File: src/hw/rtl/stl_pkg.sv
`timescale 1ns / 1ps
package stl_pkg;

  // Counter widths, fixed by the token field widths
  localparam int OFFSET_BITS = 20;
  localparam int LINE_BITS   = 16;
  localparam int COLUMN_BITS = 16;
  localparam int LEN_BITS    = 16;

  localparam int KBUF_DEPTH = 6;
  localparam int KBUF_IDX   = $clog2(KBUF_DEPTH);
  localparam int KW_COUNT   = 5;

  // Scanner modes
  localparam logic [2:0] M_IDLE   = 3'd0;
  localparam logic [2:0] M_IDENT  = 3'd1;
  localparam logic [2:0] M_NUMBER = 3'd2;
  localparam logic [2:0] M_STRING = 3'd3;
  localparam logic [2:0] M_EQUALS = 3'd4;
  localparam logic [2:0] M_HALTED = 3'd5;

  // Token kinds
  localparam logic [2:0] K_EOF     = 3'd0;
  localparam logic [2:0] K_KEYWORD = 3'd1;
  localparam logic [2:0] K_IDENT   = 3'd2;
  localparam logic [2:0] K_NUMBER  = 3'd3;
  localparam logic [2:0] K_STRING  = 3'd4;
  localparam logic [2:0] K_DELIM   = 3'd5;
  localparam logic [2:0] K_OPER    = 3'd6;
  localparam logic [2:0] K_ERROR   = 3'd7;

  // Error kinds
  localparam logic E_UNKNOWN = 1'b0;
  localparam logic E_UNTERM  = 1'b1;

  // Request types
  localparam logic REQ_BYTE = 1'b0;
  localparam logic REQ_END  = 1'b1;

  localparam logic [7:0] CH_NUL   = 8'h00;
  localparam logic [7:0] CH_NL    = 8'h0A;
  localparam logic [7:0] CH_QUOTE = 8'h22;
  localparam logic [7:0] CH_EQ    = 8'h3D;
  localparam logic [7:0] CH_UNDER = 8'h5F;

  localparam logic [LEN_BITS-1:0] LEN_MAX = '1;

  // Keyword table: int, if, else, while, return
  localparam logic [0:KW_COUNT-1][0:KBUF_DEPTH-1][7:0] KW_TEXT = '{
    '{"i", "n", "t", 8'h00, 8'h00, 8'h00},
    '{"i", "f", 8'h00, 8'h00, 8'h00, 8'h00},
    '{"e", "l", "s", "e", 8'h00, 8'h00},
    '{"w", "h", "i", "l", "e", 8'h00},
    '{"r", "e", "t", "u", "r", "n"}
  };
  localparam logic [0:KW_COUNT-1][2:0] KW_LEN = '{3'd3, 3'd2, 3'd4, 3'd5, 3'd6};

  typedef logic [KBUF_DEPTH-1:0][7:0] kbuf_t;

  typedef struct packed {
    logic [2:0]             mode;
    logic [LINE_BITS-1:0]   line;
    logic [COLUMN_BITS-1:0] col;
    logic [OFFSET_BITS-1:0] off;
    logic [OFFSET_BITS-1:0] soff;
    logic [COLUMN_BITS-1:0] scol;
    logic [LEN_BITS-1:0]    len;
  } st_t;

  typedef struct packed {
    logic [2:0]  kind;
    logic [15:0] line;
    logic [15:0] column;
    logic [19:0] offset;
    logic [15:0] length;
    logic [2:0]  kw;
    logic [7:0]  symbol;
    logic        err;
    logic        last;
  } tok_t;

  typedef struct packed {
    logic       hit;
    logic [2:0] idx;
  } kw_hit_t;

  localparam st_t ST_RESET = '{
    mode: M_IDLE,
    line: LINE_BITS'(1),
    col:  COLUMN_BITS'(1),
    off:  '0,
    soff: '0,
    scol: COLUMN_BITS'(1),
    len:  '0
  };

  function automatic logic is_space(logic [7:0] c);
    return c inside {8'h20, [8'h09:8'h0D]};
  endfunction

  function automatic logic is_alpha(logic [7:0] c);
    return c inside {[8'h41:8'h5A], [8'h61:8'h7A]};
  endfunction

  function automatic logic is_digit(logic [7:0] c);
    return c inside {[8'h30:8'h39]};
  endfunction

  function automatic logic is_delim(logic [7:0] c);
    return c inside {"(", ")", "{", "}", ";", ","};
  endfunction

  function automatic logic is_oper(logic [7:0] c);
    return c inside {"=", "+", "-", "*", "/", "<", ">", "!"};
  endfunction

  // Move the position counters past one byte, all saturating
  function automatic st_t advance(st_t s, logic [7:0] c);
    st_t r;
    r = s;
    if (c == CH_NL) begin
      if (s.line != '1) r.line = s.line + 1'b1;
      r.col = COLUMN_BITS'(1);
    end else if (s.col != '1) begin
      r.col = s.col + 1'b1;
    end
    if (s.off != '1) r.off = s.off + 1'b1;
    return r;
  endfunction

  function automatic kw_hit_t kw_lookup(kbuf_t b, logic [LEN_BITS-1:0] len);
    kw_hit_t r;
    logic    eq;
    r = '0;
    for (int k = 0; k < KW_COUNT; k++) begin
      eq = (len == LEN_BITS'(KW_LEN[k]));
      for (int j = 0; j < KBUF_DEPTH; j++) begin
        if (j < int'(KW_LEN[k]) && b[j] != KW_TEXT[k][j]) eq = 1'b0;
      end
      if (eq && !r.hit) begin
        r.hit = 1'b1;
        r.idx = 3'(k);
      end
    end
    return r;
  endfunction

  function automatic tok_t make_tok(logic [2:0] kind, logic [LINE_BITS-1:0] line,
                                    logic [COLUMN_BITS-1:0] col,
                                    logic [OFFSET_BITS-1:0] off,
                                    logic [LEN_BITS-1:0] len, logic [2:0] kw,
                                    logic [7:0] sym, logic err);
    tok_t t;
    t.kind   = kind;
    t.line   = line;
    t.column = col;
    t.offset = off;
    t.length = len;
    t.kw     = kw;
    t.symbol = sym;
    t.err    = err;
    t.last   = 1'b1;
    return t;
  endfunction

endpackage

File: src/hw/rtl/stl_req_if.sv
`timescale 1ns / 1ps
interface stl_req_if;
  logic       valid;
  logic       ready;
  logic       req_type;
  logic [7:0] ch;

  modport source (output valid, output req_type, output ch, input ready);
  modport sink   (input valid, input req_type, input ch, output ready);
endinterface

File: src/hw/rtl/stl_tok_if.sv
`timescale 1ns / 1ps
interface stl_tok_if;
  logic        valid;
  logic        ready;
  logic [2:0]  token_kind;
  logic [15:0] token_line;
  logic [15:0] token_column;
  logic [19:0] token_offset;
  logic [15:0] token_length;
  logic [2:0]  keyword_index;
  logic [7:0]  symbol;
  logic        error_kind;
  logic        last_of_run;

  modport source (output valid, output token_kind, output token_line, output token_column,
                  output token_offset, output token_length, output keyword_index,
                  output symbol, output error_kind, output last_of_run, input ready);
  modport sink   (input valid, input token_kind, input token_line, input token_column,
                  input token_offset, input token_length, input keyword_index,
                  input symbol, input error_kind, input last_of_run, output ready);
endinterface

File: src/hw/rtl/stl_step.sv
`timescale 1ns / 1ps
module stl_step import stl_pkg::*; (
  input  st_t        st,
  input  kbuf_t      kbuf,
  input  logic       req_type,
  input  logic [7:0] ch,
  output st_t        st_next,
  output kbuf_t      kbuf_next,
  output logic [1:0] n_res,
  output tok_t       res0,
  output tok_t       res1
);

  st_t     s;
  kbuf_t   kb;
  tok_t    ta, tb;
  logic    va, vb;
  logic    fall;
  logic    endc;
  kw_hit_t kwl;

  assign endc = (req_type == REQ_END) || (ch == CH_NUL);
  assign kwl  = kw_lookup(kbuf, st.len);

  // ta: token closed by the current mode, tb: token started by this byte
  always_comb begin
    s    = st;
    kb   = kbuf;
    ta   = '0;
    tb   = '0;
    va   = 1'b0;
    vb   = 1'b0;
    fall = 1'b0;

    case (st.mode)
      M_HALTED: begin
        if (endc) s = ST_RESET;
      end
      M_IDENT: begin
        if (!endc && (is_alpha(ch) || is_digit(ch) || ch == CH_UNDER)) begin
          if (s.len < LEN_BITS'(KBUF_DEPTH)) kb[s.len[KBUF_IDX-1:0]] = ch;
          if (s.len != LEN_MAX) s.len = s.len + 1'b1;
          s = advance(s, ch);
        end else begin
          va = 1'b1;
          if (kwl.hit) ta = make_tok(K_KEYWORD, s.line, s.scol, s.soff, s.len,
                                     kwl.idx, 8'h00, 1'b0);
          else         ta = make_tok(K_IDENT, s.line, s.scol, s.soff, s.len,
                                     3'd0, 8'h00, 1'b0);
          s.mode = M_IDLE;
          fall   = 1'b1;
        end
      end
      M_NUMBER: begin
        if (!endc && is_digit(ch)) begin
          if (s.len < LEN_BITS'(KBUF_DEPTH)) kb[s.len[KBUF_IDX-1:0]] = ch;
          if (s.len != LEN_MAX) s.len = s.len + 1'b1;
          s = advance(s, ch);
        end else begin
          va     = 1'b1;
          ta     = make_tok(K_NUMBER, s.line, s.scol, s.soff, s.len, 3'd0, 8'h00, 1'b0);
          s.mode = M_IDLE;
          fall   = 1'b1;
        end
      end
      M_STRING: begin
        if (endc) begin
          va = 1'b1;
          ta = make_tok(K_ERROR, s.line, s.col, s.off, '0, 3'd0, 8'h00, E_UNTERM);
          s  = ST_RESET;
        end else begin
          s = advance(s, ch);
          if (ch == CH_QUOTE) begin
            va     = 1'b1;
            ta     = make_tok(K_STRING, s.line, s.scol, s.soff, s.len, 3'd0, 8'h00, 1'b0);
            s.mode = M_IDLE;
          end else if (s.len != LEN_MAX) begin
            s.len = s.len + 1'b1;
          end
        end
      end
      M_EQUALS: begin
        va     = 1'b1;
        s.mode = M_IDLE;
        if (!endc && ch == CH_EQ) begin
          s  = advance(s, ch);
          ta = make_tok(K_OPER, s.line, s.scol, s.soff, LEN_BITS'(2), 3'd0, 8'h00, 1'b0);
        end else begin
          ta   = make_tok(K_OPER, s.line, s.scol, s.soff, LEN_BITS'(1), 3'd0, CH_EQ, 1'b0);
          fall = 1'b1;
        end
      end
      default: begin
        s.mode = M_IDLE;
        fall   = 1'b1;
      end
    endcase

    if (fall) begin
      if (endc) begin
        vb = 1'b1;
        tb = make_tok(K_EOF, s.line, s.col, s.off, '0, 3'd0, 8'h00, 1'b0);
        s  = ST_RESET;
      end else if (is_space(ch)) begin
        s = advance(s, ch);
      end else if (is_alpha(ch) || is_digit(ch)) begin
        s.scol = s.col;
        s.soff = s.off;
        s.len  = LEN_BITS'(1);
        kb[0]  = ch;
        s      = advance(s, ch);
        s.mode = is_alpha(ch) ? M_IDENT : M_NUMBER;
      end else if (ch == CH_QUOTE) begin
        s.scol = s.col;
        s.len  = '0;
        s      = advance(s, ch);
        s.soff = s.off;
        s.mode = M_STRING;
      end else if (ch == CH_EQ) begin
        s.scol = s.col;
        s.soff = s.off;
        s.len  = '0;
        s      = advance(s, ch);
        s.mode = M_EQUALS;
      end else if (is_delim(ch) || is_oper(ch)) begin
        s.scol = s.col;
        s.soff = s.off;
        s.len  = '0;
        s      = advance(s, ch);
        vb     = 1'b1;
        tb     = make_tok(is_delim(ch) ? K_DELIM : K_OPER, s.line, s.scol, s.soff,
                          LEN_BITS'(1), 3'd0, ch, 1'b0);
      end else begin
        vb     = 1'b1;
        tb     = make_tok(K_ERROR, s.line, s.col, s.off, LEN_BITS'(1), 3'd0, ch, E_UNKNOWN);
        s.mode = M_HALTED;
      end
    end
  end

  always_comb begin
    st_next   = s;
    kbuf_next = kb;
    n_res     = 2'(va) + 2'(vb);
    res0      = va ? ta : tb;
    res0.last = !(va && vb);
    res1      = tb;
  end

endmodule

File: src/hw/rtl/stl_fifo.sv
`timescale 1ns / 1ps
module stl_fifo import stl_pkg::*; (
  input  logic       clk,
  input  logic       rst,
  input  logic [1:0] push_n,
  input  tok_t       wdata0,
  input  tok_t       wdata1,
  input  logic       pop,
  output tok_t       rdata,
  output logic       nonempty,
  output logic       room
);

  localparam int DEPTH = 4;
  localparam int AW    = $clog2(DEPTH);

  tok_t          mem [DEPTH];
  logic [AW-1:0] wptr, rptr;
  logic [AW:0]   count;

  assign nonempty = (count != '0);
  assign room     = (count <= (AW+1)'(DEPTH - 2));
  assign rdata    = mem[rptr];

  always_ff @(posedge clk) begin
    if (push_n != 2'd0) mem[wptr] <= wdata0;
    if (push_n == 2'd2) mem[wptr + 1'b1] <= wdata1;
  end

  always_ff @(posedge clk) begin
    if (rst) begin
      wptr  <= '0;
      rptr  <= '0;
      count <= '0;
    end else begin
      wptr  <= wptr + AW'(push_n);
      if (pop) rptr <= rptr + 1'b1;
      count <= count + (AW+1)'(push_n) - (AW+1)'(pop);
    end
  end

endmodule

File: src/hw/rtl/source_token_lexer_core.sv
`timescale 1ns / 1ps
// Streaming source lexer.
// req (sink): one request per source byte (req_type 0, byte in ch) or an end
//   of source marker (req_type 1, or a zero byte). Accepted when valid and ready.
// tok (source): token records, in order; last_of_run marks the final token
//   caused by one request. A request gives zero, one or two tokens.
// A token is written into the token queue at the edge that accepted its
//   request and is offered on tok once it reaches the head of the queue.
// Throughput: one request per cycle while req.ready is high. The scanner
//   state updates once per byte; a request that closes one token and yields
//   another (two results) writes both at once into a four-entry token queue.
// req.ready is high while the queue has room for two tokens, so a stalled
//   receiver fills the queue and then holds off requests; nothing is dropped.
// Reset (rst, synchronous): scanner idle at line 1, column 1, offset 0, token
//   queue empty. End of source also returns the scanner to this state.
// After an unknown byte the scanner ignores bytes until end of source.
module source_token_lexer_core import stl_pkg::*; (
  input  logic          clk,
  input  logic          rst,
  stl_req_if.sink       req,
  stl_tok_if.source     tok
);

  st_t        st, st_next;
  kbuf_t      kbuf, kbuf_next;
  logic [1:0] n_res;
  tok_t       res0, res1, head;
  logic       accept;
  logic       room, nonempty;

  assign req.ready = room;
  assign accept    = req.valid && room;

  // Per-byte scanner: next state and up to two tokens
  stl_step u_step (
    .st        (st),
    .kbuf      (kbuf),
    .req_type  (req.req_type),
    .ch        (req.ch),
    .st_next   (st_next),
    .kbuf_next (kbuf_next),
    .n_res     (n_res),
    .res0      (res0),
    .res1      (res1)
  );

  always_ff @(posedge clk) begin
    if (rst) begin
      st <= ST_RESET;
    end else if (accept) begin
      st <= st_next;
    end
  end

  // keyword bytes: no reset, only entries written in the current word are read
  always_ff @(posedge clk) begin
    if (accept) kbuf <= kbuf_next;
  end

  stl_fifo u_fifo (
    .clk      (clk),
    .rst      (rst),
    .push_n   (accept ? n_res : 2'd0),
    .wdata0   (res0),
    .wdata1   (res1),
    .pop      (tok.valid && tok.ready),
    .rdata    (head),
    .nonempty (nonempty),
    .room     (room)
  );

  assign tok.valid         = nonempty;
  assign tok.token_kind    = head.kind;
  assign tok.token_line    = head.line;
  assign tok.token_column  = head.column;
  assign tok.token_offset  = head.offset;
  assign tok.token_length  = head.length;
  assign tok.keyword_index = head.kw;
  assign tok.symbol        = head.symbol;
  assign tok.error_kind    = head.err;
  assign tok.last_of_run   = head.last;

endmodule

File: src/flat_wrapper.sv
// flat-port wrapper written by rule: the top's interface ports become plain ports
module source_token_lexer_core_flat import stl_pkg::*;
  (clk, rst, req_valid, req_req_type, req_ch, req_ready, tok_valid, tok_token_kind, tok_token_line, tok_token_column, tok_token_offset, tok_token_length, tok_keyword_index, tok_symbol, tok_error_kind, tok_last_of_run, tok_ready);
  stl_req_if req_i ();
  stl_tok_if tok_i ();
  input  logic clk;
  input  logic rst;
  input wire logic [$bits(req_i.valid)-1:0] req_valid;
  input wire logic [$bits(req_i.req_type)-1:0] req_req_type;
  input wire logic [$bits(req_i.ch)-1:0] req_ch;
  output wire logic [$bits(req_i.ready)-1:0] req_ready;
  output wire logic [$bits(tok_i.valid)-1:0] tok_valid;
  output wire logic [$bits(tok_i.token_kind)-1:0] tok_token_kind;
  output wire logic [$bits(tok_i.token_line)-1:0] tok_token_line;
  output wire logic [$bits(tok_i.token_column)-1:0] tok_token_column;
  output wire logic [$bits(tok_i.token_offset)-1:0] tok_token_offset;
  output wire logic [$bits(tok_i.token_length)-1:0] tok_token_length;
  output wire logic [$bits(tok_i.keyword_index)-1:0] tok_keyword_index;
  output wire logic [$bits(tok_i.symbol)-1:0] tok_symbol;
  output wire logic [$bits(tok_i.error_kind)-1:0] tok_error_kind;
  output wire logic [$bits(tok_i.last_of_run)-1:0] tok_last_of_run;
  input wire logic [$bits(tok_i.ready)-1:0] tok_ready;
  assign req_i.valid = req_valid;
  assign req_i.req_type = req_req_type;
  assign req_i.ch = req_ch;
  assign req_ready = req_i.ready;
  assign tok_valid = tok_i.valid;
  assign tok_token_kind = tok_i.token_kind;
  assign tok_token_line = tok_i.token_line;
  assign tok_token_column = tok_i.token_column;
  assign tok_token_offset = tok_i.token_offset;
  assign tok_token_length = tok_i.token_length;
  assign tok_keyword_index = tok_i.keyword_index;
  assign tok_symbol = tok_i.symbol;
  assign tok_error_kind = tok_i.error_kind;
  assign tok_last_of_run = tok_i.last_of_run;
  assign tok_i.ready = tok_ready;
  source_token_lexer_core u_core (.clk(clk), .rst(rst), .req(req_i), .tok(tok_i));
endmodule
File: config.mk
export PLATFORM = sky130hd
export DESIGN_NAME = source_token_lexer_core_flat
export DESIGN_NICKNAME = d
export VERILOG_FILES = /design/src/hw/rtl/stl_pkg.sv /design/src/hw/rtl/stl_req_if.sv /design/src/hw/rtl/stl_tok_if.sv /design/src/hw/rtl/stl_step.sv /design/src/hw/rtl/stl_fifo.sv /design/src/hw/rtl/source_token_lexer_core.sv /design/src/flat_wrapper.sv
export SDC_FILE = /design/constraint.sdc
export NUM_CORES = 1
export LEC_CHECK = 0
export BUFFER_PORTS_ARGS = -buffer_cell sky130_fd_sc_hd__buf_2
export CAP_MARGIN = 20
export CORE_MARGIN = 2
export CORE_UTILIZATION = 26
export DETAILED_ROUTE_END_ITERATION = 10
export PLACE_DENSITY = 0.5
export REMOVE_ABC_BUFFERS = 1
export SYNTH_ARGS = -nofsm -noshare
export SYNTH_HDL_FRONTEND = slang
export SYNTH_SLANG_ARGS = --single-unit
File: constraint.sdc
create_clock -name clk -period 15.8 [get_ports clk]
set_clock_uncertainty 0.1 [all_clocks]
set_input_delay 3.16 -clock clk [delete_from_list [all_inputs] [get_ports clk]]
set_output_delay 3.16 -clock clk [all_outputs]
set_load 0.02 [all_outputs]
==> metrics <==
number of CTS-inserted buffers=56; Antenna Violating Nets Remaining=0; cts hold-fix bufs=0; Yosys warning total=0; final setup fails=0; Starting DRT DRC Count=3149; most common cell after layout, fill and taps aside=edfxtp_1; Hold WC Path Type=flop to flop; Max IR drop VDD=0.0000876 V; delay-heaviest family, CP=simple AND/OR/NAND/NOR gates; Seq/Total Area, Yosys=44.9%; die area=0.115 mm2; max_cap viols=0; Worst Slack Setup Final=6.68 ns; Yosys cell types=106; Post-CTS Setup Inserts=0; routability congestion estimate=0.955; Synth Flop Type=edfxtp_1; TNS Setup=0 ns; WL/cell=26.0 um; Yosys reg bits=500; root buf cell=clkbuf_16; drt first pass iters=5; final WL=118 mm; post_cts resized=0; clk_lat worst skew=0.64 ns; layout cell share with drive strength beyond 1=15.2%; crit share post-route=57.7%; commonest cells after routing, fill and taps aside=edfxtp_1 (308), nand2_1 (276), nor2_1 (270); Synth Cell Area=0.0292 mm2; Setup WS pre-CTS=6.18 ns; via count=26700; final hold violations=0; Die X-Extent=339 um; fin. max-slew vios=0; Worst Setup End Kind=flop; largest net degree at the start of global routing=66; Setup CP Type=primary input to flop; Vias/cell=5.86; Max stage delay cell, worst path=and3_1; post-route DRC violation count=0; RSZ-0062 raised after global routing=no; nets=3047; io pins=99; WP data required=16.00 ns; Core ar.=0.111 mm2; minimum clock period=9.12 ns; Die Y=339 um; # port buffers=98; Pleak=10.4 nW; status=finished, final reports clean; fillers=11600; Async SR Flop Fraction=0%; syn avg cell area=9.56 um2; f_max=0.110 GHz; CP cell instances=buf_2, nand4bb_1, o32ai_2, a211oi_4, nor3_1, and3_1, clkinv_1, ha_1, o21ai_1, nor2_1, nor2_1, buf_4, clkinv_2, buf_4; Longest Clk Path Bufs=3; Starting Density=26.3%; Synth Instances=3049; clock-pin slew on the worst setup and hold paths=0.06 ns; TritonCTS Sinks=500; grt ovf=0; first-pass GRT wire length=175 mm; hold slack=0.348 ns; CTS tree=yes; Area Growth Syn to Fin=13.8%; number of global-route vias before repair=25300; Rel. slew slack=14.9%; EDFF count, synth=308; H-Tree Depth=2; Arrival @ worst endpoint=9.32 ns; CP startpoint kind=primary input; GRT Total Usage=19.8%; placement row count=122; CP Buf/Inv Count=5; DP HPWL=79.8 mm; Power per Cell Area=149 mW/mm2; CP max stage delay=0.85 ns; antenna violations before repair=3; Least-Margin Pin Slew=1.26 ns; maximum fanout along the worst path=39
where the power goes:
part | switching, mW | internal (mW)
Sequential | 0.137 | 1.60
Clock | 0.577 | 0.803
Combinational | 1.30 | 0.525
Total | 2.01 | 2.93
worst reg2reg max path: stages (launching register included):
cell and delay, ns:
dfxtp_1 0.94, inv_1 0.42, nand2b_1 0.29, nor2_1 0.23, nor3_1 0.85, and3_1 0.85, clkinv_1 0.22, ha_1 0.44
o21ai_1 0.42, nor2_1 0.20, nor2_1 0.15, buf_4 0.30, clkinv_2 0.61, buf_4 0.59
cell type report:
class | count | area, um2 | share of cell area (%)
antenna | 1 | 2.50 | 0.00754
clock buffer | 70 | 1570 | 4.72
clock inverter | 34 | 365 | 1.10
inverter | 44 | 170 | 0.513
multi-input combinational | 2221 | 14800 | 44.7
sequential | 500 | 13100 | 39.5
tap | 1488 | 1860 | 5.61
timing repair buffer | 195 | 1270 | 3.84
final timing paths:
kind	from	end	slack, ns	cells after the start
worst max-delay path	req_ch[4]	u_core.u_fifo.mem[3][72]$_DFFE_PP_	6.68	14
worst max register to register	u_core.st[105]$_SDFFE_PP0P_	u_core.u_fifo.mem[3][72]$_DFFE_PP_	8.82	13
worst min-delay path	u_core.u_fifo.mem[1][14]$_SDFFE_PP0P_	u_core.u_fifo.mem[1][14]$_SDFFE_PP0P_	0.35	2
worst min register to register	u_core.u_fifo.mem[1][14]$_SDFFE_PP0P_	u_core.u_fifo.mem[1][14]$_SDFFE_PP0P_	0.35	2
state kept, by name, summed over array words and instances (netlist names), named ones only:
signal / cells
u_core.u_fifo.mem: 336
u_core.st: 107
u_core.kbuf: 48
u_core.u_fifo.count: 3
u_core.u_fifo.rptr: 2
u_core.u_fifo.wptr: 2
per-layer routing:
layer	vias to the layer above	part of all wire [%]	track usage, %
li1	11900	-	-
met1	13300	43	26.9
met2	1297	45	31.3
met3	247	8.3	3.97
met4	2	3.5	6.50
met5	-	0.0085	0
synth_stat cells, types with 64 or more instances:
cell type  number  area, um2
edfxtp_1      308       9250
a21oi_1       148        741
mux4_2         84       1890
nand3_1       102        510
dfxtp_1       192       3840
nand2_1       278       1040
nor3_1         67        335
a22o_1         80        701
nor2_1        272       1020
nand4_1        64        400
clkbuf_1      226        848
o22ai_1       180       1130
o21ai_0       230       1150
stage by stage:
step	std cells	utilization (%)	power [mW]	area (um2)
3_5_place_dp	4439	28.1	3.56	31100
5_1_grt	4552	29.9	5.14	33200
2_1_floorplan	2765	-	2.74	28000
6_report	4553	29.9	4.94	33200
4_1_cts	4543	29.8	4.94	33100
3_3_place_gp	4435	28.0	3.55	31100
kinds of logic (layout without fill, tap and decap cells):
group | count (synthesis) | count (layout) | share of synthesized area [%]
flops | 500 | 500 | 44.9
other cells | 0 | 1 | 0
simple gates | 1014 | 1014 | 17.1
fa+ha+maj | 16 | 16 | 0.712
compound gates | 1021 | 1021 | 23.5
buf+inv | 328 | 343 | 4.41
mux | 145 | 145 | 8.62
xor+xnor | 25 | 25 | 0.751
(Power assumes the default switching activity.)
